### config.mk
export PLATFORM = sky130hd
export DESIGN_NAME = indexed_sequence_list_unit
export DESIGN_NICKNAME = d
export VERILOG_FILES = /design/src/rtl/isl_pkg.sv /design/src/rtl/isl_mem.sv /design/src/rtl/isl_walk.sv /design/src/rtl/indexed_sequence_list_unit.sv
export SDC_FILE = /design/constraint.sdc
export NUM_CORES = 2
export LEC_CHECK = 0
export BUFFER_PORTS_ARGS = -buffer_cell sky130_fd_sc_hd__buf_2
export CAP_MARGIN = 0
export CORE_UTILIZATION = 60
export DETAILED_ROUTE_END_ITERATION = 10
export PLACE_DENSITY = 0.76
export REMOVE_ABC_BUFFERS = 1
export SYNTH_ARGS = -nofsm -noshare
export SYNTH_HDL_FRONTEND = slang
export SYNTH_SLANG_ARGS = --single-unit
### constraint.sdc
create_clock -name i_clk -period 9.9 [get_ports i_clk]
set_clock_uncertainty 0.1 [all_clocks]
set_input_delay 1.485 -clock i_clk [delete_from_list [all_inputs] [get_ports i_clk]]
set_output_delay 1.485 -clock i_clk [all_outputs]
set_load 0.005 [all_outputs]
### src/rtl/isl_pkg.sv
package isl_pkg;

    // Command codes
    typedef enum logic [3:0] {
        CMD_ADD_FIRST    = 4'd0,
        CMD_ADD_LAST     = 4'd1,
        CMD_INSERT_AT    = 4'd2,
        CMD_REMOVE_FIRST = 4'd3,
        CMD_REMOVE_LAST  = 4'd4,
        CMD_REMOVE_AT    = 4'd5,
        CMD_GET_FIRST    = 4'd6,
        CMD_GET_LAST     = 4'd7,
        CMD_GET_AT       = 4'd8,
        CMD_SET_AT       = 4'd9
    } t_cmd;

    // Result status codes
    typedef enum logic [1:0] {
        ST_OK    = 2'd0,
        ST_EMPTY = 2'd1,
        ST_RANGE = 2'd2,
        ST_FULL  = 2'd3
    } t_status;

    // Walker status seen by the sequencer
    typedef struct packed {
        logic busy;     // reads left or a read still in flight
        logic capture;  // this cycle's read data is the result word
    } t_walk_stat;

endpackage

### src/rtl/isl_mem.sv
module isl_mem #(
    parameter int DEPTH = 64,
    parameter int DW    = 32
) (
    input  logic                     i_clk,
    input  logic                     i_wr_en,
    input  logic [$clog2(DEPTH)-1:0] i_wr_addr,
    input  logic [DW-1:0]            i_wr_data,
    input  logic                     i_rd_en,
    input  logic [$clog2(DEPTH)-1:0] i_rd_addr,
    output logic [DW-1:0]            o_rd_data
);
    logic [DW-1:0] r_mem [DEPTH];
    logic [DW-1:0] r_rd_data;

    // One write port, one registered read port (read-first)
    always_ff @(posedge i_clk) begin
        if (i_wr_en) begin
            r_mem[i_wr_addr] <= i_wr_data;
        end
        if (i_rd_en) begin
            r_rd_data <= r_mem[i_rd_addr];
        end
    end

    assign o_rd_data = r_rd_data;

endmodule

### src/rtl/isl_walk.sv
module isl_walk #(
    parameter int AW = 6
) (
    input  logic                i_clk,
    input  logic                i_rst_n,
    input  logic                i_start,
    input  logic [AW-1:0]       i_first,
    input  logic [AW-1:0]       i_last,
    input  logic                i_down,
    input  logic                i_cap_first,
    output logic                o_rd_en,
    output logic [AW-1:0]       o_rd_addr,
    output logic                o_wr_en,
    output logic [AW-1:0]       o_wr_addr,
    output isl_pkg::t_walk_stat o_stat
);
    import isl_pkg::*;

    logic          r_active;
    logic [AW-1:0] r_idx;
    logic [AW-1:0] r_last;
    logic          r_down;
    logic          r_cap_next;
    logic          r_pend;
    logic          r_pend_cap;
    logic [AW-1:0] r_wa;

    // Control: active walk and read in flight
    always_ff @(posedge i_clk) begin
        if (!i_rst_n) begin
            r_active <= 1'b0;
            r_pend   <= 1'b0;
        end else if (i_start) begin
            r_active <= 1'b1;
            r_pend   <= 1'b0;
        end else begin
            r_pend <= r_active;
            if (r_active && (r_idx == r_last)) begin
                r_active <= 1'b0;
            end
        end
    end

    // Index walk: read one entry a cycle, its data lands one slot over
    always_ff @(posedge i_clk) begin
        if (i_start) begin
            r_idx      <= i_first;
            r_last     <= i_last;
            r_down     <= i_down;
            r_cap_next <= i_cap_first;
        end else if (r_active) begin
            r_wa       <= r_down ? (r_idx + 1'b1) : (r_idx - 1'b1);
            r_pend_cap <= r_cap_next;
            r_cap_next <= 1'b0;
            r_idx      <= r_down ? (r_idx - 1'b1) : (r_idx + 1'b1);
        end
    end

    assign o_rd_en        = r_active && !i_start;
    assign o_rd_addr      = r_idx;
    assign o_wr_en        = r_pend && !r_pend_cap;
    assign o_wr_addr      = r_wa;
    assign o_stat.busy    = r_active || r_pend;
    assign o_stat.capture = r_pend && r_pend_cap;

endmodule

### src/rtl/indexed_sequence_list_unit.sv
// Flow: accept, then walk the elements one per cycle, then an optional final
//   store and the result register.
// One command at a time: the input stalls until the result is loaded; the
//   one-read, one-write element memory shifts one entry per cycle.
// Reset (synchronous, active low) empties the list and drops any pending result.
module indexed_sequence_list_unit #(
    parameter int CAPACITY   = 64,
    parameter int DATA_WIDTH = 32
) (
    input  logic                  i_clk,
    input  logic                  i_rst_n,
    input  logic                  i_in_valid,
    output logic                  o_in_stall,
    input  logic [3:0]            i_command,
    input  logic [6:0]            i_position,
    input  logic [31:0]           i_data_in,
    output logic                  o_out_valid,
    input  logic                  i_out_stall,
    output logic [31:0]           o_data_out,
    output isl_pkg::t_status      o_status,
    output logic [6:0]            o_count,
    output logic                  o_is_empty
);
    import isl_pkg::*;

    localparam int AW   = $clog2(CAPACITY);
    localparam int CW   = $clog2(CAPACITY + 1);
    localparam int CMPW = (CW > 7) ? CW : 7;

    typedef enum logic [3:0] {
        S_IDLE = 4'b0001,
        S_MOVE = 4'b0010,
        S_FIN  = 4'b0100,
        S_DONE = 4'b1000
    } t_state;

    t_state          r_state, n_state;
    logic [CW-1:0]   r_count, n_count;
    t_status         r_status, n_status;
    logic            r_fin, n_fin;
    logic [AW-1:0]   r_fin_addr, n_fin_addr;
    logic [DATA_WIDTH-1:0] r_v;
    logic [DATA_WIDTH-1:0] r_dout;
    logic            r_out_valid;
    logic [31:0]     r_out_data;
    t_status         r_out_status;
    logic [6:0]      r_out_count;
    logic            r_out_empty;

    logic            acc;
    logic            w_start;
    logic [AW-1:0]   w_first, w_last;
    logic            w_down, w_cap_first;
    t_walk_stat      w_stat;
    logic            w_rd_en, w_wr_en;
    logic [AW-1:0]   w_rd_addr, w_wr_addr;
    logic [DATA_WIDTH-1:0] rd_data;
    logic            mem_we;
    logic [AW-1:0]   mem_wa;
    logic [DATA_WIDTH-1:0] mem_wd;
    logic            out_load;

    logic            full, empty, elem_ok, ins_ok, at_end;
    logic [AW-1:0]   p_idx, c_idx, cm1_idx;
    t_cmd            cmd;

    assign acc        = i_in_valid && (r_state == S_IDLE);
    assign o_in_stall = (r_state != S_IDLE);

    // Bounds checks against the current count
    assign cmd     = t_cmd'(i_command);
    assign full    = (r_count == CW'(CAPACITY));
    assign empty   = (r_count == '0);
    assign elem_ok = CMPW'(i_position) <  CMPW'(r_count);
    assign ins_ok  = CMPW'(i_position) <= CMPW'(r_count);
    assign at_end  = CMPW'(i_position) == CMPW'(r_count);
    assign p_idx   = AW'(i_position);
    assign c_idx   = AW'(r_count);
    assign cm1_idx = AW'(r_count - 1'b1);

    // Command decode and sequencer
    always_comb begin
        n_state     = r_state;
        n_count     = r_count;
        n_status    = r_status;
        n_fin       = r_fin;
        n_fin_addr  = r_fin_addr;
        w_start     = 1'b0;
        w_first     = '0;
        w_last      = '0;
        w_down      = 1'b0;
        w_cap_first = 1'b0;
        case (r_state)
            S_IDLE: begin
                if (i_in_valid) begin
                    n_state    = S_DONE;
                    n_status   = ST_OK;
                    n_fin      = 1'b0;
                    n_fin_addr = p_idx;
                    case (cmd)
                        CMD_ADD_FIRST: begin
                            if (full) begin
                                n_status = ST_FULL;
                            end else begin
                                n_count    = r_count + 1'b1;
                                n_fin      = 1'b1;
                                n_fin_addr = '0;
                                n_state    = empty ? S_FIN : S_MOVE;
                                w_start    = !empty;
                                w_first    = cm1_idx;
                                w_down     = 1'b1;
                            end
                        end
                        CMD_ADD_LAST: begin
                            if (full) begin
                                n_status = ST_FULL;
                            end else begin
                                n_count    = r_count + 1'b1;
                                n_fin      = 1'b1;
                                n_fin_addr = c_idx;
                                n_state    = S_FIN;
                            end
                        end
                        CMD_INSERT_AT: begin
                            if (!ins_ok) begin
                                n_status = ST_RANGE;
                            end else if (full) begin
                                n_status = ST_FULL;
                            end else begin
                                n_count = r_count + 1'b1;
                                n_fin   = 1'b1;
                                n_state = at_end ? S_FIN : S_MOVE;
                                w_start = !at_end;
                                w_first = cm1_idx;
                                w_last  = p_idx;
                                w_down  = 1'b1;
                            end
                        end
                        CMD_REMOVE_FIRST, CMD_REMOVE_LAST, CMD_REMOVE_AT: begin
                            if ((cmd == CMD_REMOVE_AT) ? !elem_ok : empty) begin
                                n_status = (cmd == CMD_REMOVE_AT) ? ST_RANGE : ST_EMPTY;
                            end else begin
                                n_count     = r_count - 1'b1;
                                n_state     = S_MOVE;
                                w_start     = 1'b1;
                                w_first     = (cmd == CMD_REMOVE_FIRST) ? '0 :
                                              (cmd == CMD_REMOVE_LAST) ? cm1_idx : p_idx;
                                w_last      = cm1_idx;
                                w_cap_first = 1'b1;
                            end
                        end
                        CMD_GET_FIRST, CMD_GET_LAST: begin
                            if (empty) begin
                                n_status = ST_EMPTY;
                            end else begin
                                n_state     = S_MOVE;
                                w_start     = 1'b1;
                                w_first     = (cmd == CMD_GET_FIRST) ? '0 : cm1_idx;
                                w_last      = w_first;
                                w_cap_first = 1'b1;
                            end
                        end
                        CMD_GET_AT, CMD_SET_AT: begin
                            if (!elem_ok) begin
                                n_status = ST_RANGE;
                            end else begin
                                n_state     = S_MOVE;
                                n_fin       = (cmd == CMD_SET_AT);
                                w_start     = 1'b1;
                                w_first     = p_idx;
                                w_last      = p_idx;
                                w_cap_first = 1'b1;
                            end
                        end
                        default: begin
                            n_status = ST_OK;
                        end
                    endcase
                end
            end
            S_MOVE: begin
                if (!w_stat.busy) begin
                    n_state = r_fin ? S_FIN : S_DONE;
                end
            end
            S_FIN: begin
                n_state = S_DONE;
            end
            S_DONE: begin
                if (out_load) begin
                    n_state = S_IDLE;
                end
            end
            default: begin
                n_state = S_IDLE;
            end
        endcase
    end

    assign out_load = (r_state == S_DONE) && (!r_out_valid || !i_out_stall);

    // Control registers
    always_ff @(posedge i_clk) begin
        if (!i_rst_n) begin
            r_state     <= S_IDLE;
            r_count     <= '0;
            r_out_valid <= 1'b0;
        end else begin
            r_state <= n_state;
            r_count <= n_count;
            if (out_load) begin
                r_out_valid <= 1'b1;
            end else if (!i_out_stall) begin
                r_out_valid <= 1'b0;
            end
        end
    end

    // Command payload and result word
    always_ff @(posedge i_clk) begin
        r_status   <= n_status;
        r_fin      <= n_fin;
        r_fin_addr <= n_fin_addr;
        if (acc) begin
            r_v    <= DATA_WIDTH'(i_data_in);
            r_dout <= '0;
        end else if (w_stat.capture) begin
            r_dout <= rd_data;
        end
    end

    // Output register
    always_ff @(posedge i_clk) begin
        if (out_load) begin
            r_out_data   <= 32'(r_dout);
            r_out_status <= r_status;
            r_out_count  <= 7'(r_count);
            r_out_empty  <= (r_count == '0);
        end
    end

    // Memory write select: walker shift or final store
    assign mem_we = w_wr_en || (r_state == S_FIN);
    assign mem_wa = (r_state == S_FIN) ? r_fin_addr : w_wr_addr;
    assign mem_wd = (r_state == S_FIN) ? r_v : rd_data;

    isl_walk #(
        .AW(AW)
    ) u_walk (
        .i_clk       (i_clk),
        .i_rst_n     (i_rst_n),
        .i_start     (acc && w_start),
        .i_first     (w_first),
        .i_last      (w_last),
        .i_down      (w_down),
        .i_cap_first (w_cap_first),
        .o_rd_en     (w_rd_en),
        .o_rd_addr   (w_rd_addr),
        .o_wr_en     (w_wr_en),
        .o_wr_addr   (w_wr_addr),
        .o_stat      (w_stat)
    );

    isl_mem #(
        .DEPTH(CAPACITY),
        .DW   (DATA_WIDTH)
    ) u_mem (
        .i_clk     (i_clk),
        .i_wr_en   (mem_we),
        .i_wr_addr (mem_wa),
        .i_wr_data (mem_wd),
        .i_rd_en   (w_rd_en),
        .i_rd_addr (w_rd_addr),
        .o_rd_data (rd_data)
    );

    assign o_out_valid = r_out_valid;
    assign o_data_out  = r_out_data;
    assign o_status    = r_out_status;
    assign o_count     = r_out_count;
    assign o_is_empty  = r_out_empty;

endmodule

; Word level (Yosys, flattened, before mapping)
; Memory sizes are Yosys's and may differ from the RTL's. A register that Yosys moved wholly into a read port is not among the register bits.
; Index checks and enable logic that the tools add are counted.
[totals]
register_bits = 150
mem_bits_rw = 2048
out_inout_bits = 44
word_cells = 159
mem_count = 1
[op_classes]
addsub = 4
magnitude_cmp = 2
eq_ne = 23
muxes = 76
n_bitwise = 2
reduce_logical = 31
[mem_list]
columns = memory, words, width, rd, rd_clocked_by_memory_dff, wr, line_no
row1 = u_mem.r_mem, 64, 32, 1, 1, 1, isl_mem.sv:13  ; logic [DW-1:0] r_mem [DEPTH];
[op_table]
columns = operator, n
row1 = 6-bit two-way mux, 20
row2 = 4-bit two-way mux, 11
row3 = 32-bit two-way mux, 1
row4 = 6-bit case mux with 5 select lines, 1
row5 = 4-bit case mux with 6 select lines, 1
row6 = 6-bit case mux with 4 select lines, 1
row7 = 1-bit two-way mux, 23
row8 = 7-bit two-way mux, 3
row9 = 7-bit case mux with 3 select lines, 1
row10 = 4-bit by 3-bit == test with 1-bit output (second input constant), 5
row11 = 4-bit case mux with 4 select lines, 1
row12 = 4-bit by 2-bit == test with 1-bit output (second input constant), 3
row13 = 4-bit == test (second input constant), 3
row14 = 6-bit case mux with 2 select lines, 1
row15 = 2-bit two-way mux, 5
row16 = 2-bit != test (second input constant), 5
row17 = 2-bit case mux with 5 select lines, 1
row18 = 4-bit by 1-bit == test with 1-bit output (second input constant), 2
row19 = 2-bit OR reduction, 4
row20 = 7-bit by 1-bit adder with 7-bit output (second input constant), 1
row21 = 7-bit == test, 1
row22 = 7-bit == test (second input constant), 1
row23 = 7-bit <= comparator, 1
row24 = 1-bit logical AND, 7
row25 = other kinds (22), 35

; Logic depth before layout (Yosys ltp)
[logic_depth]
ltp_word = 10
ltp_mapped = 10

; Hierarchy
; Synthesis repeated with hierarchy kept, for this count alone.
[hier_totals]
cells_unflattened = 4095
area_unflattened_um2 = 86362.8
[modules_own_cells]
columns = module, n_inst, cells_per_inst, area_each_um2
row1 = isl_mem, 1, 3511, 79359.9
row2 = indexed_sequence_list_unit, 1, 488, 5819.3
row3 = isl_walk, 1, 96, 1183.6

; Worst setup path after synthesis
; Ideal clock, no wire load.
[synth_path]
kind = input to register
startpoint = in i_position[6]
endpoint = reg u_mem.r_rd_data[0], in the netlist u_mem.o_rd_data[0], read port of u_mem.r_mem, enable pin
setup_time_ns = 0.440
arrival_time_ns = 4.407
required_ns = 9.360
setup_slack_ns = 4.953
path_stages = 7
n_path_buf = 0
path_cell_list = ha_1 -> nand4_1 -> a21oi_1 -> nor2_1 -> a221oi_1 -> nor2_1 -> nor2b_1
[synth_via]
elab_chain_len = 10
elab_cells_between_ends = 16
cone_classes = order compare (2) / eq/ne (1) / mux (8) / reduce/logical (5)
[synth_rtl]
columns = item, line_no
row1 = from (decl), indexed_sequence_list_unit.sv:15  ; input logic [6:0] i_position,
row2 = 7-bit less-than comparator or 7-bit == test (tied branches), "indexed_sequence_list_unit.sv:74, indexed_sequence_list_unit.sv:76"
row3 = 1-bit zero test (on tied branches), -
row4 = 1-bit two-way mux (on tied branches), "indexed_sequence_list_unit.sv:140, indexed_sequence_list_unit.sv:127"
row5 = 1-bit two-way mux (on tied branches), "indexed_sequence_list_unit.sv:140, indexed_sequence_list_unit.sv:125"
row6 = 1-bit case mux with 5 select lines *, indexed_sequence_list_unit.sv:100  ; case (cmd)
row7 = 1-bit two-way mux *, indexed_sequence_list_unit.sv:95  ; if (i_in_valid) begin
row8 = 1-bit two-way mux *, indexed_sequence_list_unit.sv:93  ; case (r_state)
row9 = 1-bit logical AND *, indexed_sequence_list_unit.sv:252  ; .i_start (acc && w_start),
row10 = 1-bit zero test *, isl_walk.sv:59  ; assign o_rd_en = r_active && !i_start;
row11 = 1-bit logical AND *, isl_walk.sv:59
row12 = named net u_mem.i_rd_en, isl_mem.sv:9  ; input logic i_rd_en,
row13 = to (decl), isl_mem.sv:14  ; logic [DW-1:0] r_rd_data;
; The timed path passes the listed nets; every way through them passes the cells marked *.
; A chain may end at the register's enable or synchronous reset.

==> impl_metrics.csv <==
group,metric,value,unit
clocking,cts.repair.resized,0,
detailed_routing,via_per_inst,7.01,
pwr,finalPower,18.5,mW
global_routing,grt.total_usage,30.2,%
timing,period_needed,4.75,ns
detailed_routing,firstDrtPassIters,7,
run_status,status,"finished clean",
yosys,syn-cell-area,0.0856,mm²
worst_setup_path,path_cells,"buf_4, buf_4, mux4_2, mux4_2, a22oi_1, nand2_1",
worst_setup_path,cp.required,10.31,ns
yosys,synth_cell_types,71,
timing,finalSetupTns,0,ns
floorplan,ios,91,
clocking,cts_hold_buffers,0,
placed_design,place.gp.congestion,0.919,
placed_design,dp.cells,5644,
yosys,synth_area_leader_cell,"edfxtp_1",
worst_setup_path,r2r_setup_slack,5.15,ns
timing,slew_headroom,11.1,%
timing,hold_ws,0.324,ns
floorplan,die_w,380,µm
yosys,avgSynthCellArea,22.7,µm²
worst_setup_path,crit_slowest_cell,"edfxtp_1",
timing,fin_crit_sh,48.0,%
clocking,cts_tree,"done",
layout,areaGrowthSynthToFinish,11.6,%
floorplan,die-area,0.144,mm²
timing,hold_viol,0,
detailed_routing,drcViolationCount,0,
detailed_routing,routed_wl,214000,µm
yosys,ys_top_cells_by_area,"edfxtp_1, mux4_2, dfxtp_1",
global_routing,overflow,0,
timing,fmax,0.211,GHz
yosys,yosysWarnings,0,
timing,rsz0062_at_grt,"false",
timing,report.final.slew_viol_count,0,
clocking,numCtsBuffers,207,
clocking,ctsHtreeMaxLevel,4,
yosys,synth_seq_cells,2230,
placed_design,dp_hpwl,110000,µm
layout,final_nets,4021,
yosys,async_reset_ff_share,0,%
floorplan,start_util,60.4,%
worst_setup_path,critical-path-max-stage-delay,0.82,ns
global_routing,grt_max_degree,140,
layout,instances_no_fill,6025,
min_path,min_path_type,"reg -> reg",
job,cap_violations,0,
global_routing,antenna_found_initial,9,
floorplan,num_rows,138,
clocking,cts.clk_slew.worst_paths,0.07,ns
timing,worst_pin_slew,1.33,ns
yosys,synth_top_cell_area_share,76.6,%
timing,setup_slack,5.15,ns
worst_setup_path,path_max_fanout,59,
yosys,synth_flop_cell,"edfxtp_1",
pwr,peakVddDrop,0.158,mV
floorplan,fp.dieH,380,µm
detailed_routing,avgRoutedWirePerCell,35.5,µm
placed_design,place_area,0.0890,mm²
yosys,synth_edf_count,2184,
layout,drive_gt1_share,30.2,%
global_routing,grt_pass1_vias,42200,
detailed_routing,vias,42200,
worst_setup_path,path_class,"reg -> reg",
worst_setup_path,critPathCaptureType,"register",
yosys,netlist_top_cells_count,"edfxtp_1, mux4_2, nand2_1",
worst_setup_path,cp-start-kind,"register",
worst_setup_path,arrival,5.16,ns
clocking,cts_root_buf,"clkbuf_16",
yosys,ys_seq_area_share,77.7,%
detailed_routing,drt_iter0_drc,5634,
yosys,synth.most_common_cell,"edfxtp_1",
pwr,power_density,194,mW/mm²
layout,final_core_util,67.4,%
yosys,syn_inst,3763,
layout,final_area,0.0955,mm²
floorplan,core,0.142,mm²
pwr,p_leak,29.6,nW
placed_design,place_ws,5.35,ns
clocking,cts_setup_buffers,0,
clocking,clk_latency,0.83,ns
detailed_routing,ant_nets,0,
global_routing,grt_pass1_wl,306000,µm
clocking,cts.sinks,2230,
placed_design,numPortBuffers,90,
clocking,clockBufferDepth,3,
timing,finalSetupViolCount,0,
==> worst paths after layout <==
path / from / endpoint / cells past startpoint
max reg2reg: u_walk.o_rd_addr[1] / u_mem.o_rd_data[9] / 6
min: r_status[0] / o_status[0] / 0
min reg2reg: r_status[0] / o_status[0] / 0
max: u_walk.o_rd_addr[1] / u_mem.o_rd_data[9] / 6
==> logic make-up (layout without fill, tap and decap cells) <==
kind of cell	after synthesis	count (layout)	synth area share, %
adders and majority gates	11	11	0.161
muxes	655	655	17.0
AOI/OAI and AO/OA	200	200	1.58
xor gates and xnor gates	20	20	0.205
other	0	2	0
and+or+nand+nor	427	427	2.17
buffers and inverters	220	590	1.13
DFF	2230	2230	77.7
==> metal layers <==
layer	part of all wire (%)	vias to the layer above	GRT usage (%)
li1	-	16300	-
met1	36	22200	42.2
met2	49	3213	47.7
met3	11	481	6.14
met4	4.0	6	11.5
met5	0.020	-	0
==> layout by cell type (no fill, tap or decap), drive strengths merged, types with 5 or more instances in the layout <==
cell type and count:
nand2b 9, or2 6, o21ai 22, o21a 5
buf 193, clkinv 84, ha 11, clkinvlp 5
bufinv 11, xor2 8, and2 7, and3 6
nor3 12, mux2i 11, or3 6, nor2 95
a21oi 54, nand3 14, xnor2 12, mux4 640
clkbuf 272, a31oi 7, nand2 243, a22oi 72
dfxtp 46, inv 25, o31ai 7, edfxtp 2184
==> final cells by class <==
type,count,area (µm²)
Clock inverter,107,885
Fill cell,8352,46100
Tap cell,1890,2360
Multi-Input combinational cell,1313,18700
Timing Repair Buffer,193,1320
Antenna cell,2,5.00
Clock buffer,272,5610
Inverter,18,67.6
Sequential cell,2230,66500
==> report_power, final <==
group | switching (mW) | leakage, nW | internal [mW]
sequential | 0.0226 | 20.0 | 10.3
clock | 3.41 | 3.18 | 4.27
combinational | 0.312 | 6.37 | 0.210
total | 3.74 | 29.6 | 14.8
==> worst max-delay path, delay by kind of cell, from the launching register on <==
kind,cells,cell delay (ns)
muxes,2,1.05
and+or+nand+nor,1,0.21
buffers and inverters,2,1.54
DFF,1,0.82
AOI/OAI and AO/OA,1,0.62
==> registers in the layout, summed over array words and instances, names as in the netlist <==
register and count:
u_walk.r_down 1, u_walk.o_rd_addr 6, u_walk.r_active 1, u_mem.o_rd_data 32
u_mem.r_mem 2048, r_dout 32, o_out_valid 1, r_fin_addr 6
u_walk.r_pend 1, r_v 32, u_walk.r_pend_cap 1, u_walk.r_cap_next 1
r_status 2, o_count 7, r_fin 1, r_state 4
u_walk.r_last 6, o_is_empty 1, o_data_out 32, r_count 7
u_walk.o_wr_addr 6, o_status 2
Power figures use the tool's default switching activity.
